`src/sv/rgbe_rle_pkg.sv`:
```
// Shared types and constants for the RGBE scanline run-length decoder.
package rgbe_rle_pkg;

  localparam int unsigned WidthW = 16;
  localparam int unsigned ByteW  = 8;

  localparam logic [WidthW-1:0] LineWidthRst = 16'd256;
  localparam logic [ByteW-1:0]  RunBase      = 8'd128;
  localparam logic [ByteW-1:0]  HdrTag       = 8'd2;
  localparam logic [1:0]        PlaneLast    = 2'd3;
  localparam logic [1:0]        HdrLastIdx   = 2'd3;

  // Controller states, one-hot
  typedef enum logic [6:0] {
    ST_HEADER   = 7'b0000001,
    ST_HDR_EMIT = 7'b0000010,
    ST_FLAT     = 7'b0000100,
    ST_COUNT    = 7'b0001000,
    ST_RUNVAL   = 7'b0010000,
    ST_RUN_EMIT = 7'b0100000,
    ST_LITERAL  = 7'b1000000
  } state_t;

  // Commands from controller to datapath
  typedef struct packed {
    logic hdr_store;   // keep one header byte
    logic hdr_check;   // fourth header byte: reset line position
    logic hdr_emit;    // emit one header byte as a flat pixel channel
    logic flat_step;   // emit one flat byte
    logic count_load;  // load run or literal count
    logic run_load;    // latch run byte and clip run to the line
    logic run_emit;    // emit one or two run bytes
    logic lit_step;    // consume one literal byte
    logic plane_next;  // close the current plane
  } cmd_t;

  // Status from datapath to controller
  typedef struct packed {
    logic out_free;
    logic hdr_full;
    logic hdr_match;
    logic hdr_end;
    logic plane_last;
    logic flat_end;
    logic cnt_run;
    logic run_zero;
    logic run_done_now;
    logic run_done;
    logic rem_last;
    logic lit_last;
    logic lit_end_plane;
  } sts_t;

endpackage

```
`src/sv/rgbe_scanline_rle_decoder.sv`:
```
// Top level of the RGBE scanline run-length decoder.
//
//   port group  direction  handshake         payload
//   in_         input      in_valid/ready    in_byte
//   out_        output     out_valid/ready   channel, position, byte_a/b, byte_count, flags
//   cfg_        input      cfg_we            cfg_data (line width)
//
// One input word a cycle, while the output register has room, for header, count,
// literal and flat bytes; each word that yields a result moves through the single output register.
// A run value word is latched, then its n clipped bytes drain two to an output word;
// a flat-line header emits its four header bytes as its first pixel, one per channel.
// Synchronous active-low reset sets the width to 256 and waits for a header.
// A stalled output holds the result and blocks input until it is taken.
module rgbe_scanline_rle_decoder (
  input  logic                              clk,
  input  logic                              rst_n,
  input  logic                              cfg_we,
  input  logic [rgbe_rle_pkg::WidthW-1:0]   cfg_data,
  input  logic                              in_valid,
  output logic                              in_ready,
  input  logic [rgbe_rle_pkg::ByteW-1:0]    in_byte,
  output logic                              out_valid,
  input  logic                              out_ready,
  output logic [1:0]                        out_channel,
  output logic [rgbe_rle_pkg::WidthW-1:0]   out_position,
  output logic [rgbe_rle_pkg::ByteW-1:0]    out_byte_a,
  output logic [rgbe_rle_pkg::ByteW-1:0]    out_byte_b,
  output logic [1:0]                        out_byte_count,
  output logic                              out_flat_line,
  output logic                              out_overrun,
  output logic                              out_line_end
);
  import rgbe_rle_pkg::*;

  cmd_t cmd;
  sts_t sts;

  rgbe_rle_ctrl u_ctrl (
    .clk      (clk),
    .rst_n    (rst_n),
    .in_valid (in_valid),
    .in_ready (in_ready),
    .sts      (sts),
    .cmd      (cmd)
  );

  rgbe_rle_dp u_dp (
    .clk            (clk),
    .rst_n          (rst_n),
    .cfg_we         (cfg_we),
    .cfg_data       (cfg_data),
    .in_byte        (in_byte),
    .cmd            (cmd),
    .sts            (sts),
    .out_valid      (out_valid),
    .out_ready      (out_ready),
    .out_channel    (out_channel),
    .out_position   (out_position),
    .out_byte_a     (out_byte_a),
    .out_byte_b     (out_byte_b),
    .out_byte_count (out_byte_count),
    .out_flat_line  (out_flat_line),
    .out_overrun    (out_overrun),
    .out_line_end   (out_line_end)
  );

endmodule

```
`src/sv/rgbe_rle_ctrl.sv`:
```
// Controller state machine for the RGBE scanline decoder.
module rgbe_rle_ctrl (
  input  logic                 clk,
  input  logic                 rst_n,
  input  logic                 in_valid,
  output logic                 in_ready,
  input  rgbe_rle_pkg::sts_t   sts,
  output rgbe_rle_pkg::cmd_t   cmd
);
  import rgbe_rle_pkg::*;

  state_t state_r, state_nxt;
  logic   takes_input;
  logic   acc;

  // Accept a word only in input states and with room in the output register
  always_comb begin
    case (state_r)
      ST_HEADER, ST_FLAT, ST_COUNT, ST_RUNVAL, ST_LITERAL: takes_input = 1'b1;
      default:                                             takes_input = 1'b0;
    endcase
  end

  assign in_ready = takes_input && sts.out_free;
  assign acc      = in_valid && in_ready;

  // Issue commands and pick the next state
  always_comb begin
    cmd       = '0;
    state_nxt = state_r;
    case (state_r)
      ST_HEADER: begin
        if (acc) begin
          if (!sts.hdr_full) begin
            cmd.hdr_store = 1'b1;
          end else begin
            cmd.hdr_check = 1'b1;
            state_nxt     = sts.hdr_match ? ST_COUNT : ST_HDR_EMIT;
          end
        end
      end
      ST_HDR_EMIT: begin
        if (sts.out_free) begin
          cmd.hdr_emit = 1'b1;
          if (sts.plane_last) begin
            state_nxt = sts.hdr_end ? ST_HEADER : ST_FLAT;
          end
        end
      end
      ST_FLAT: begin
        if (acc) begin
          cmd.flat_step = 1'b1;
          if (sts.flat_end) begin
            state_nxt = ST_HEADER;
          end
        end
      end
      ST_COUNT: begin
        if (acc) begin
          cmd.count_load = 1'b1;
          state_nxt      = sts.cnt_run ? ST_RUNVAL : ST_LITERAL;
        end
      end
      ST_RUNVAL: begin
        if (acc) begin
          cmd.run_load = 1'b1;
          if (!sts.run_zero) begin
            state_nxt = ST_RUN_EMIT;
          end else if (sts.run_done_now) begin
            cmd.plane_next = 1'b1;
            state_nxt      = sts.plane_last ? ST_HEADER : ST_COUNT;
          end else begin
            state_nxt = ST_COUNT;
          end
        end
      end
      ST_RUN_EMIT: begin
        if (sts.out_free) begin
          cmd.run_emit = 1'b1;
          if (sts.rem_last) begin
            if (sts.run_done) begin
              cmd.plane_next = 1'b1;
              state_nxt      = sts.plane_last ? ST_HEADER : ST_COUNT;
            end else begin
              state_nxt = ST_COUNT;
            end
          end
        end
      end
      ST_LITERAL: begin
        if (acc) begin
          cmd.lit_step = 1'b1;
          if (sts.lit_last) begin
            if (sts.lit_end_plane) begin
              cmd.plane_next = 1'b1;
              state_nxt      = sts.plane_last ? ST_HEADER : ST_COUNT;
            end else begin
              state_nxt = ST_COUNT;
            end
          end
        end
      end
      default: begin
        state_nxt = ST_HEADER;
      end
    endcase
  end

  // Hold state
  always_ff @(posedge clk) begin
    if (!rst_n) begin
      state_r <= ST_HEADER;
    end else begin
      state_r <= state_nxt;
    end
  end

endmodule

```
`src/sv/rgbe_rle_dp.sv`:
```
// Datapath: line width register, header store, counters and output register.
module rgbe_rle_dp (
  input  logic                              clk,
  input  logic                              rst_n,
  input  logic                              cfg_we,
  input  logic [rgbe_rle_pkg::WidthW-1:0]   cfg_data,
  input  logic [rgbe_rle_pkg::ByteW-1:0]    in_byte,
  input  rgbe_rle_pkg::cmd_t                cmd,
  output rgbe_rle_pkg::sts_t                sts,
  output logic                              out_valid,
  input  logic                              out_ready,
  output logic [1:0]                        out_channel,
  output logic [rgbe_rle_pkg::WidthW-1:0]   out_position,
  output logic [rgbe_rle_pkg::ByteW-1:0]    out_byte_a,
  output logic [rgbe_rle_pkg::ByteW-1:0]    out_byte_b,
  output logic [1:0]                        out_byte_count,
  output logic                              out_flat_line,
  output logic                              out_overrun,
  output logic                              out_line_end
);
  import rgbe_rle_pkg::*;

  // Configuration and line state
  logic [WidthW-1:0] width_r;
  logic [ByteW-1:0]  hdr_r [4];
  logic [1:0]        hdr_idx_r, hdr_idx_nxt;
  logic [1:0]        plane_r, plane_nxt;
  logic [WidthW-1:0] pos_r, pos_nxt;
  logic [ByteW-1:0]  lit_left_r, lit_left_nxt;
  logic [ByteW-1:0]  run_cnt_r, run_cnt_nxt;
  logic [ByteW-1:0]  run_byte_r;
  logic [ByteW-1:0]  rem_r, rem_nxt;
  logic              dropped_r, done_r;

  // Output register
  logic              out_valid_r, out_valid_nxt;
  logic [1:0]        ch_r, ch_nxt;
  logic [WidthW-1:0] opos_r, opos_nxt;
  logic [ByteW-1:0]  a_r, a_nxt, b_r, b_nxt;
  logic [1:0]        cnt_r, cnt_nxt;
  logic              flat_r, flat_nxt, ovr_r, ovr_nxt, end_r, end_nxt;
  logic              emit;

  // Derived values
  logic [WidthW:0]   pos_inc;
  logic              pos_lt_w;
  logic [WidthW-1:0] avail;
  logic [ByteW-1:0]  run_valid;
  logic [WidthW:0]   run_end;
  logic              two;
  logic [WidthW:0]   lit_pos;

  assign sts.out_free = !out_valid_r || out_ready;

  // Compare line position against the width
  always_comb begin
    pos_inc   = {1'b0, pos_r} + {{WidthW{1'b0}}, 1'b1};
    pos_lt_w  = pos_r < width_r;
    avail     = pos_lt_w ? (width_r - pos_r) : '0;
    run_valid = ({{(WidthW-ByteW){1'b0}}, run_cnt_r} < avail) ? run_cnt_r : avail[ByteW-1:0];
    run_end   = {1'b0, pos_r} + {{(WidthW-ByteW+1){1'b0}}, run_valid};
    two       = rem_r >= 8'd2;
    lit_pos   = pos_lt_w ? pos_inc : {1'b0, pos_r};
  end

  // Report status
  assign sts.hdr_full      = hdr_idx_r == HdrLastIdx;
  assign sts.hdr_match     = (hdr_r[0] == HdrTag) && (hdr_r[1] == HdrTag) &&
                             ({hdr_r[2], in_byte} == width_r);
  assign sts.hdr_end       = width_r <= 16'd1;
  assign sts.plane_last    = plane_r == PlaneLast;
  assign sts.flat_end      = (plane_r == PlaneLast) && (pos_inc >= {1'b0, width_r});
  assign sts.cnt_run       = in_byte > RunBase;
  assign sts.run_zero      = run_valid == '0;
  assign sts.run_done_now  = run_end >= {1'b0, width_r};
  assign sts.run_done      = done_r;
  assign sts.rem_last      = rem_r <= 8'd2;
  assign sts.lit_last      = lit_left_r <= 8'd1;
  assign sts.lit_end_plane = lit_pos >= {1'b0, width_r};

  // Update counters and build the next result word
  always_comb begin
    hdr_idx_nxt  = hdr_idx_r;
    plane_nxt    = plane_r;
    pos_nxt      = pos_r;
    lit_left_nxt = lit_left_r;
    run_cnt_nxt  = run_cnt_r;
    rem_nxt      = rem_r;
    emit         = 1'b0;
    ch_nxt       = plane_r;
    opos_nxt     = pos_r;
    a_nxt        = in_byte;
    b_nxt        = '0;
    cnt_nxt      = 2'd1;
    flat_nxt     = 1'b0;
    ovr_nxt      = 1'b0;
    end_nxt      = 1'b0;

    if (cmd.hdr_store) begin
      hdr_idx_nxt = hdr_idx_r + 2'd1;
    end
    if (cmd.hdr_check) begin
      hdr_idx_nxt = '0;
      plane_nxt   = '0;
      pos_nxt     = '0;
    end
    if (cmd.hdr_emit) begin
      emit     = 1'b1;
      opos_nxt = '0;
      a_nxt    = hdr_r[plane_r];
      flat_nxt = 1'b1;
      end_nxt  = sts.plane_last && sts.hdr_end;
      if (sts.plane_last) begin
        plane_nxt = '0;
        pos_nxt   = sts.hdr_end ? '0 : 16'd1;
      end else begin
        plane_nxt = plane_r + 2'd1;
      end
    end
    if (cmd.flat_step) begin
      emit     = 1'b1;
      flat_nxt = 1'b1;
      end_nxt  = sts.flat_end;
      if (sts.flat_end) begin
        plane_nxt = '0;
        pos_nxt   = '0;
      end else if (sts.plane_last) begin
        plane_nxt = '0;
        pos_nxt   = pos_inc[WidthW-1:0];
      end else begin
        plane_nxt = plane_r + 2'd1;
      end
    end
    if (cmd.count_load) begin
      lit_left_nxt = (in_byte == '0) ? 8'd1 : in_byte;
      run_cnt_nxt  = in_byte - RunBase;
    end
    if (cmd.run_load) begin
      rem_nxt     = run_valid;
      run_cnt_nxt = '0;
    end
    if (cmd.run_emit) begin
      emit    = 1'b1;
      a_nxt   = run_byte_r;
      b_nxt   = two ? run_byte_r : '0;
      cnt_nxt = two ? 2'd2 : 2'd1;
      ovr_nxt = sts.rem_last && dropped_r;
      end_nxt = sts.rem_last && done_r && sts.plane_last;
      rem_nxt = rem_r - {6'd0, cnt_nxt};
      pos_nxt = pos_r + {14'd0, cnt_nxt};
    end
    if (cmd.lit_step) begin
      if (pos_lt_w) begin
        emit    = 1'b1;
        ovr_nxt = (pos_inc >= {1'b0, width_r}) && (lit_left_r > 8'd1);
        end_nxt = (pos_inc >= {1'b0, width_r}) && sts.plane_last;
        pos_nxt = pos_inc[WidthW-1:0];
      end
      if (lit_left_r != '0) begin
        lit_left_nxt = lit_left_r - 8'd1;
      end
    end
    // Close the plane: restart position, advance or wrap the plane
    if (cmd.plane_next) begin
      pos_nxt   = '0;
      plane_nxt = sts.plane_last ? '0 : (plane_r + 2'd1);
    end

    if (emit) begin
      out_valid_nxt = 1'b1;
    end else if (out_ready) begin
      out_valid_nxt = 1'b0;
    end else begin
      out_valid_nxt = out_valid_r;
    end
  end

  // Control registers
  always_ff @(posedge clk) begin
    if (!rst_n) begin
      width_r     <= LineWidthRst;
      hdr_idx_r   <= '0;
      plane_r     <= '0;
      pos_r       <= '0;
      lit_left_r  <= '0;
      run_cnt_r   <= '0;
      rem_r       <= '0;
      out_valid_r <= 1'b0;
    end else begin
      if (cfg_we) begin
        width_r <= cfg_data;
      end
      hdr_idx_r   <= hdr_idx_nxt;
      plane_r     <= plane_nxt;
      pos_r       <= pos_nxt;
      lit_left_r  <= lit_left_nxt;
      run_cnt_r   <= run_cnt_nxt;
      rem_r       <= rem_nxt;
      out_valid_r <= out_valid_nxt;
    end
  end

  // Payload registers: header bytes, run latch, result word
  always_ff @(posedge clk) begin
    if (cmd.hdr_store) begin
      hdr_r[hdr_idx_r] <= in_byte;
    end
    if (cmd.hdr_check) begin
      hdr_r[HdrLastIdx] <= in_byte;
    end
    if (cmd.run_load) begin
      run_byte_r <= in_byte;
      dropped_r  <= run_cnt_r > run_valid;
      done_r     <= sts.run_done_now;
    end
    if (emit) begin
      ch_r   <= ch_nxt;
      opos_r <= opos_nxt;
      a_r    <= a_nxt;
      b_r    <= b_nxt;
      cnt_r  <= cnt_nxt;
      flat_r <= flat_nxt;
      ovr_r  <= ovr_nxt;
      end_r  <= end_nxt;
    end
  end

  assign out_valid      = out_valid_r;
  assign out_channel    = ch_r;
  assign out_position   = opos_r;
  assign out_byte_a     = a_r;
  assign out_byte_b     = b_r;
  assign out_byte_count = cnt_r;
  assign out_flat_line  = flat_r;
  assign out_overrun    = ovr_r;
  assign out_line_end   = end_r;

endmodule
```
`config.mk`:
```
export PLATFORM = sky130hd
export DESIGN_NAME = rgbe_scanline_rle_decoder
export DESIGN_NICKNAME = d
export VERILOG_FILES = /design/src/sv/rgbe_rle_pkg.sv /design/src/sv/rgbe_scanline_rle_decoder.sv /design/src/sv/rgbe_rle_ctrl.sv /design/src/sv/rgbe_rle_dp.sv
export SDC_FILE = /design/constraint.sdc
export NUM_CORES = 1
export LEC_CHECK = 0
export BUFFER_PORTS_ARGS = -buffer_cell sky130_fd_sc_hd__clkbuf_2
export CAP_MARGIN = 25
export CORE_ASPECT_RATIO = 0.75
export CORE_MARGIN = 2
export CORE_UTILIZATION = 62
export CTS_BUF_LIST = sky130_fd_sc_hd__clkbuf_16
export DETAILED_ROUTE_END_ITERATION = 10
export PLACE_DENSITY = 0.86
export SYNTH_ARGS = -nofsm -noshare
export SYNTH_HDL_FRONTEND = slang
export SYNTH_SLANG_ARGS = --single-unit
```
`constraint.sdc`:
```
create_clock -name clk -period 19.7 [get_ports clk]
set_clock_uncertainty 0.05 [all_clocks]
set_input_delay 0.985 -clock clk [delete_from_list [all_inputs] [get_ports clk]]
set_output_delay 0.985 -clock clk [all_outputs]
set_load 0.02 [all_outputs]
```
After elaboration in Yosys (flattened, before gate mapping)
Memories as Yosys holds them, arrays and structs flattened. A register that Yosys moved wholly into a read port is not among the register bits.
Index checks and enable logic that the tools add are counted.
W data, S select, Z words.
Word-level totals
  word-level logic and storage cells: 188
  register bits: 117
  output and inout bits: 41
  bits in writable memories: 32
  memories: 1
  input port bits: 29
Operators by class
  magnitude comparators: 12
  reduce and logical (&&, ||, !) cells: 25
  mux-type cells: 96
  eq/ne operators: 24
  add/subtract/negate cells: 9
  bitwise logic cells: 1
Memory list
  u_dp.hdr_r: depth 4, bits a word 8, rd ports 4, clocked after Yosys merged registers in 1, wr ports 1, RTL line rgbe_rle_dp.sv:25  | logic [ByteW-1:0] hdr_r [4];
Operators by type and width (number)
  $mux W16: 10
  $mux W7: 17
  $mux W8: 10
  $ge A17 B16 Y1: 3
  $pmux W7 S7: 1
  $mux W1: 40
  $mux W2: 13
  $ne A2 B1 Y1 const B: 10
  $add A16 B1 Y17 const B: 1
  $add A16 B8 Y17: 1
  $mux W17: 1
  $add A16 B2 Y16: 1
  $eq A16 B16 Y1: 1
  $eq A8 B2 Y1 const B: 2
  $le A16 B1 Y1 const B: 1
  $logic_not A8 Y1: 2
  $lt A16 B16 Y1: 1
  $lt A8 B16 Y1: 1
  $sub A16 B16 Y16: 1
  $reduce_and A12 Y1: 1
  $logic_and A1 B1 Y1: 10
  $ge A8 B2 Y1 const B: 1
  $gt A8 B1 Y1 const B: 1
  $gt A8 B8 Y1: 1
  29 further kinds: 36

Logic depth before layout (Yosys ltp)
  depth after elaboration: 16
  depth in mapped cells: 40
  mapped depth without buffers: 39

Cells and area by module
Synthesis repeated with hierarchy kept, for this count alone.
Unflattened totals
  cell total of the unflattened synthesis: 1231
  area, all modules: 11048.1 um^2
Modules (own cells, without submodules)
  rgbe_rle_dp: seq. area each 3693.5 um^2, instances 1, cells each 1131, area an instance 10264.8 um^2
  rgbe_rle_ctrl: seq. area each 140.1 um^2, instances 1, cells each 100, area an instance 783.3 um^2

Worst setup path before layout
No wires, ideal clock.
  kind: flip-flop to flip-flop
  start: register u_dp.pos_r[8]
  end: register u_dp.pos_r[10]
  arrival time: 7.699 ns
  path slack: 11.834 ns
  cell stages (with the launch flop): 41
  clock period less this slack: 7.866 ns
  cell sequence: dfxtp_1 -> clkbuf_1 -> clkinv_1 -> ha_1 -> clkbuf_1 -> and4_1 -> nand3_1 -> or4_1 -> o31a_1 -> clkbuf_1 -> nand2_1 -> ha_1 -> a21oi_1 -> o21ai_0 -> a211oi_1 -> nor4_1 -> o2111a_1 -> nand3_2 -> [... 5 more ...] -> o21bai_1 -> a21oi_1 -> nor2b_1 -> o21ai_0 -> a211oi_1 -> nand3_1 -> xnor2_1 -> ha_1 -> nand4_1 -> nor3_1 -> o221ai_1 -> o21ai_0 -> a211o_1 -> nand2_1 -> a211o_2 -> nand3_1 -> buf_2 -> nor2_1
RTL lines
  start, declared: RTL line rgbe_rle_dp.sv:28  | logic [WidthW-1:0] pos_r, pos_nxt;
  start signal, assigned: RTL line rgbe_rle_dp.sv:195  | pos_r <= pos_nxt;

==> flow_metrics.tcl <==
set metrics [dict create \
    drtIter0Drc 1220 \
    crit_type "register to register" \
    period_share 0.482 \
    ant_nets 0 \
    synth-async-reset-ratio 0 \
    crit_path_start_kind "register" \
    power.leakage_uw 0.00466 \
    postCtsSetupBuffers 0 \
    synth_top_cells_by_area "edfxtp_1 23%, dfxtp_1 13%, ha_1 12%" \
    synth.top_cell.area_share 0.225 \
    clkLatencyLatePin_ns 0.44 \
    cts_sinks 151 \
    dpl_worst_slack_ns 10.60 \
    dp_hpwl_mm 23.9 \
    cts.path.max_buffers 2 \
    yosysSeqAreaShare 0.355 \
    seqPwrFrac 0.423 \
    cts_tree "done" \
    syn-cell-area_um2 10800 \
    root_buffer "clkbuf_16" \
    worst_pin_slew_ns 1.07 \
    avgSynthCellArea_um2 8.90 \
    worstPathArrival_ns 9.73 \
    slew_viol_final 0 \
    setup_viol 0 \
    start_util 0.638 \
    drc 0 \
    synth_seq_cells 151 \
    internal_power_uw 592 \
    vias 9931 \
    wire_per_inst_um 21.5 \
    htreeDepth 4 \
    grt_start_max_net_pins 38 \
    yosysTopAreaCell "edfxtp_1" \
    clockPowerShare 0.377 \
    wl_mm 31.9 \
    cp_max_fo 16 \
    hold_ws_ns 0.443 \
    rsz0062_at_grt "false" \
    fin_util 0.702 \
    coreArea_um2 16900 \
    comb_power_share 0.201 \
    vias_per_cell 6.69 \
    drv_cap 0 \
    nets 1390 \
    io_buffers 69 \
    yosysUniqueCellTypes 81 \
    timing.fmax_mhz 105 \
    layout.cells.non_filler 1485 \
    path_clk_slew_ns 0.07 \
    syn_inst 1213 \
    crit_required_ns 19.94 \
    synth_ff_type "edfxtp_1" \
    critPathCaptureType "register" \
    fp.dieW_um 156 \
    crit_top_cell "ha_1" \
    die-area_um2 18500 \
    dr.pass1.iters 5 \
    cp_slowest_cell "or4_1" \
    n_antenna_cell 0 \
    std_cell_rows 41 \
    syn_nets 1346 \
    power_density_nw_per_um2 74.4 \
    cp_slowest_stage_delay_ns 0.60 \
    area_growth_pct 10.0 \
    outcome "finished clean" \
    synth_edf_count 81 \
    cts_resized 0 \
    setup_ws_ns 10.21 \
    numCtsBuffers 17 \
    gr-total-overflow 0 \
    p_sw_frac 0.330 \
    hold_path.class "register to register" \
    grt_pass1_wl_mm 49.6 \
    period_needed_ns 9.49 \
    ioPinCount 70 \
    yosysWarnings 0 \
    globalplace.congestion 1.05 \
    holdBufCountCts 0 \
    drive_gt1_frac 0.114 \
    setup_tns_ns 0 \
    hold_viol 0 \
    grt_pass1_vias 9032 \
    peakVddDrop_mv 0.0665 \
    p_switching_uw 291 \
    placed_cells_incl_taps 1452 \
    grt_antenna_before_repair 0 \
    grt_usage 0.347 \
    slew_headroom 0.287 \
    fp.dieH_um 118 \
]
Yosys cell counts (all sizes together), types with 11 or more instances:
| cell | n |
|---|---|
| nor2 | 130 |
| nand2 | 114 |
| ha | 100 |
| edfxtp | 81 |
| a21oi | 73 |
| dfxtp | 70 |
| o21ai | 68 |
| inv | 65 |
| xnor2 | 50 |
| clkbuf | 44 |
| nand3 | 36 |
| nor3 | 29 |
| mux2i | 25 |
| a211oi | 24 |
| nand4 | 23 |
| and2 | 20 |
| xor2 | 20 |
| nor4 | 18 |
| a21o | 14 |
| a31oi | 13 |
| o21a | 13 |
| o211ai | 12 |
| or3 | 11 |
power groups by stage:
stage	sequential (uW)	clock, uW	combinational (uW)
finish	373	333	177
global route	375	345	193
CTS	372	332	172
detailed placement	379	0	171
global placement	378	0	167
floorplan	374	0	126
cell usage in the layout (no fill, tap or decap), types with 6 or more instances in the layout:
| cell type | n |
|---|---|
| and3_1 | 9 |
| xor2_1 | 20 |
| mux2i_1 | 25 |
| clkinv_8 | 6 |
| o31ai_1 | 9 |
| o211ai_1 | 12 |
| nand2_1 | 114 |
| nor2_1 | 128 |
| a211oi_1 | 24 |
| nand2b_1 | 8 |
| nor4_1 | 18 |
| nor3_1 | 29 |
| inv_1 | 65 |
| mux2_2 | 6 |
| o21ai_0 | 64 |
| ha_1 | 100 |
| clkbuf_2 | 69 |
| a211o_1 | 6 |
| buf_4 | 6 |
| xnor2_1 | 49 |
| o21a_1 | 13 |
| a21o_1 | 13 |
| dfxtp_1 | 70 |
| edfxtp_1 | 81 |
| nand3_1 | 35 |
| clkbuf_16 | 17 |
| mux4_2 | 8 |
| a22oi_1 | 9 |
| a31oi_1 | 13 |
| a21oi_1 | 70 |
| nand4_1 | 23 |
| nor2b_1 | 10 |
| and2_1 | 20 |
| or3_1 | 10 |
worst paths after layout:
kind	startpoint	to	slack, ns	depth (start not counted)
worst max-delay path	u_dp.pos_r[8]	u_dp.pos_r[2]	10.21	36
worst min-delay path	u_dp.lit_left_r[1]	u_dp.lit_left_r[1]	0.44	2
worst max register to register	u_dp.pos_r[8]	u_dp.pos_r[2]	10.21	36
worst min register to register	u_dp.lit_left_r[1]	u_dp.lit_left_r[1]	0.44	2
cell families (layout without fill, tap and decap cells):
kind of cell | after synthesis | in the layout | synth area share
xor+xnor | 70 | 70 | 0.0575
simple gates | 435 | 435 | 0.194
fa+ha+maj | 104 | 104 | 0.123
compound gates | 293 | 293 | 0.179
buf+inv | 120 | 177 | 0.0428
flops | 151 | 151 | 0.355
mux | 40 | 40 | 0.0475
stage by stage:
step / cell area, um^2 / power (uW)
finish: 11900 / 883
global route: 11900 / 912
CTS: 11900 / 876
detailed placement: 11300 / 550
global placement: 11300 / 545
floorplan: 10800 / 500
per-layer routing:
metal  up-vias  share of wire  track usage
met4         0          0.033        0.122
met5         -              0            0
met1      4564           0.42        0.503
met2       722           0.40        0.480
met3       105           0.15        0.116
li1       4540              -            -
flip-flops by register name, indices dropped and copies added, names as in the netlist, named ones only:
| name | count |
|---|---|
| u_dp.out_line_end | 1 |
| u_dp.out_position | 16 |
| u_dp.hdr_idx_r | 2 |
| u_dp.lit_left_r | 8 |
| u_dp.done_r | 1 |
| u_dp.run_cnt_r | 8 |
| u_dp.width_r | 16 |
| u_dp.out_byte_b | 8 |
| u_dp.out_flat_line | 1 |
| u_dp.rem_r | 8 |
| u_ctrl.state_r | 7 |
| u_dp.dropped_r | 1 |
| u_dp.run_byte_r | 8 |
| u_dp.out_valid | 1 |
| u_dp.out_overrun | 1 |
| u_dp.hdr_r | 32 |
| u_dp.out_channel | 2 |
| u_dp.pos_r | 16 |
| u_dp.out_byte_a | 8 |
| u_dp.ch_nxt | 2 |
| u_dp.out_byte_count | 2 |
layout make-up:
| class | instances | area (um^2) |
|---|---|---|
| Multi-Input combinational cell | 942 | 6510 |
| Tap cell | 215 | 269 |
| Sequential cell | 151 | 3830 |
| Clock buffer | 17 | 425 |
| Clock inverter | 15 | 184 |
| Timing Repair Buffer | 76 | 395 |
| Fill cell | 1316 | 5050 |
| Inverter | 69 | 259 |
critical path: cells and delay by family, from the launching register on:
kind	cells	cell delay [ns]
XOR/XNOR	1	0.17
flip-flops	1	0.51
buffers and inverters	1	0.34
AND/OR/NAND/NOR	13	3.02
adder cells (fa/ha/maj)	4	1.33
AO/OA/AOI/OAI	16	3.44
multiplexers	1	0.44
Power figures use the tool's default switching activity.
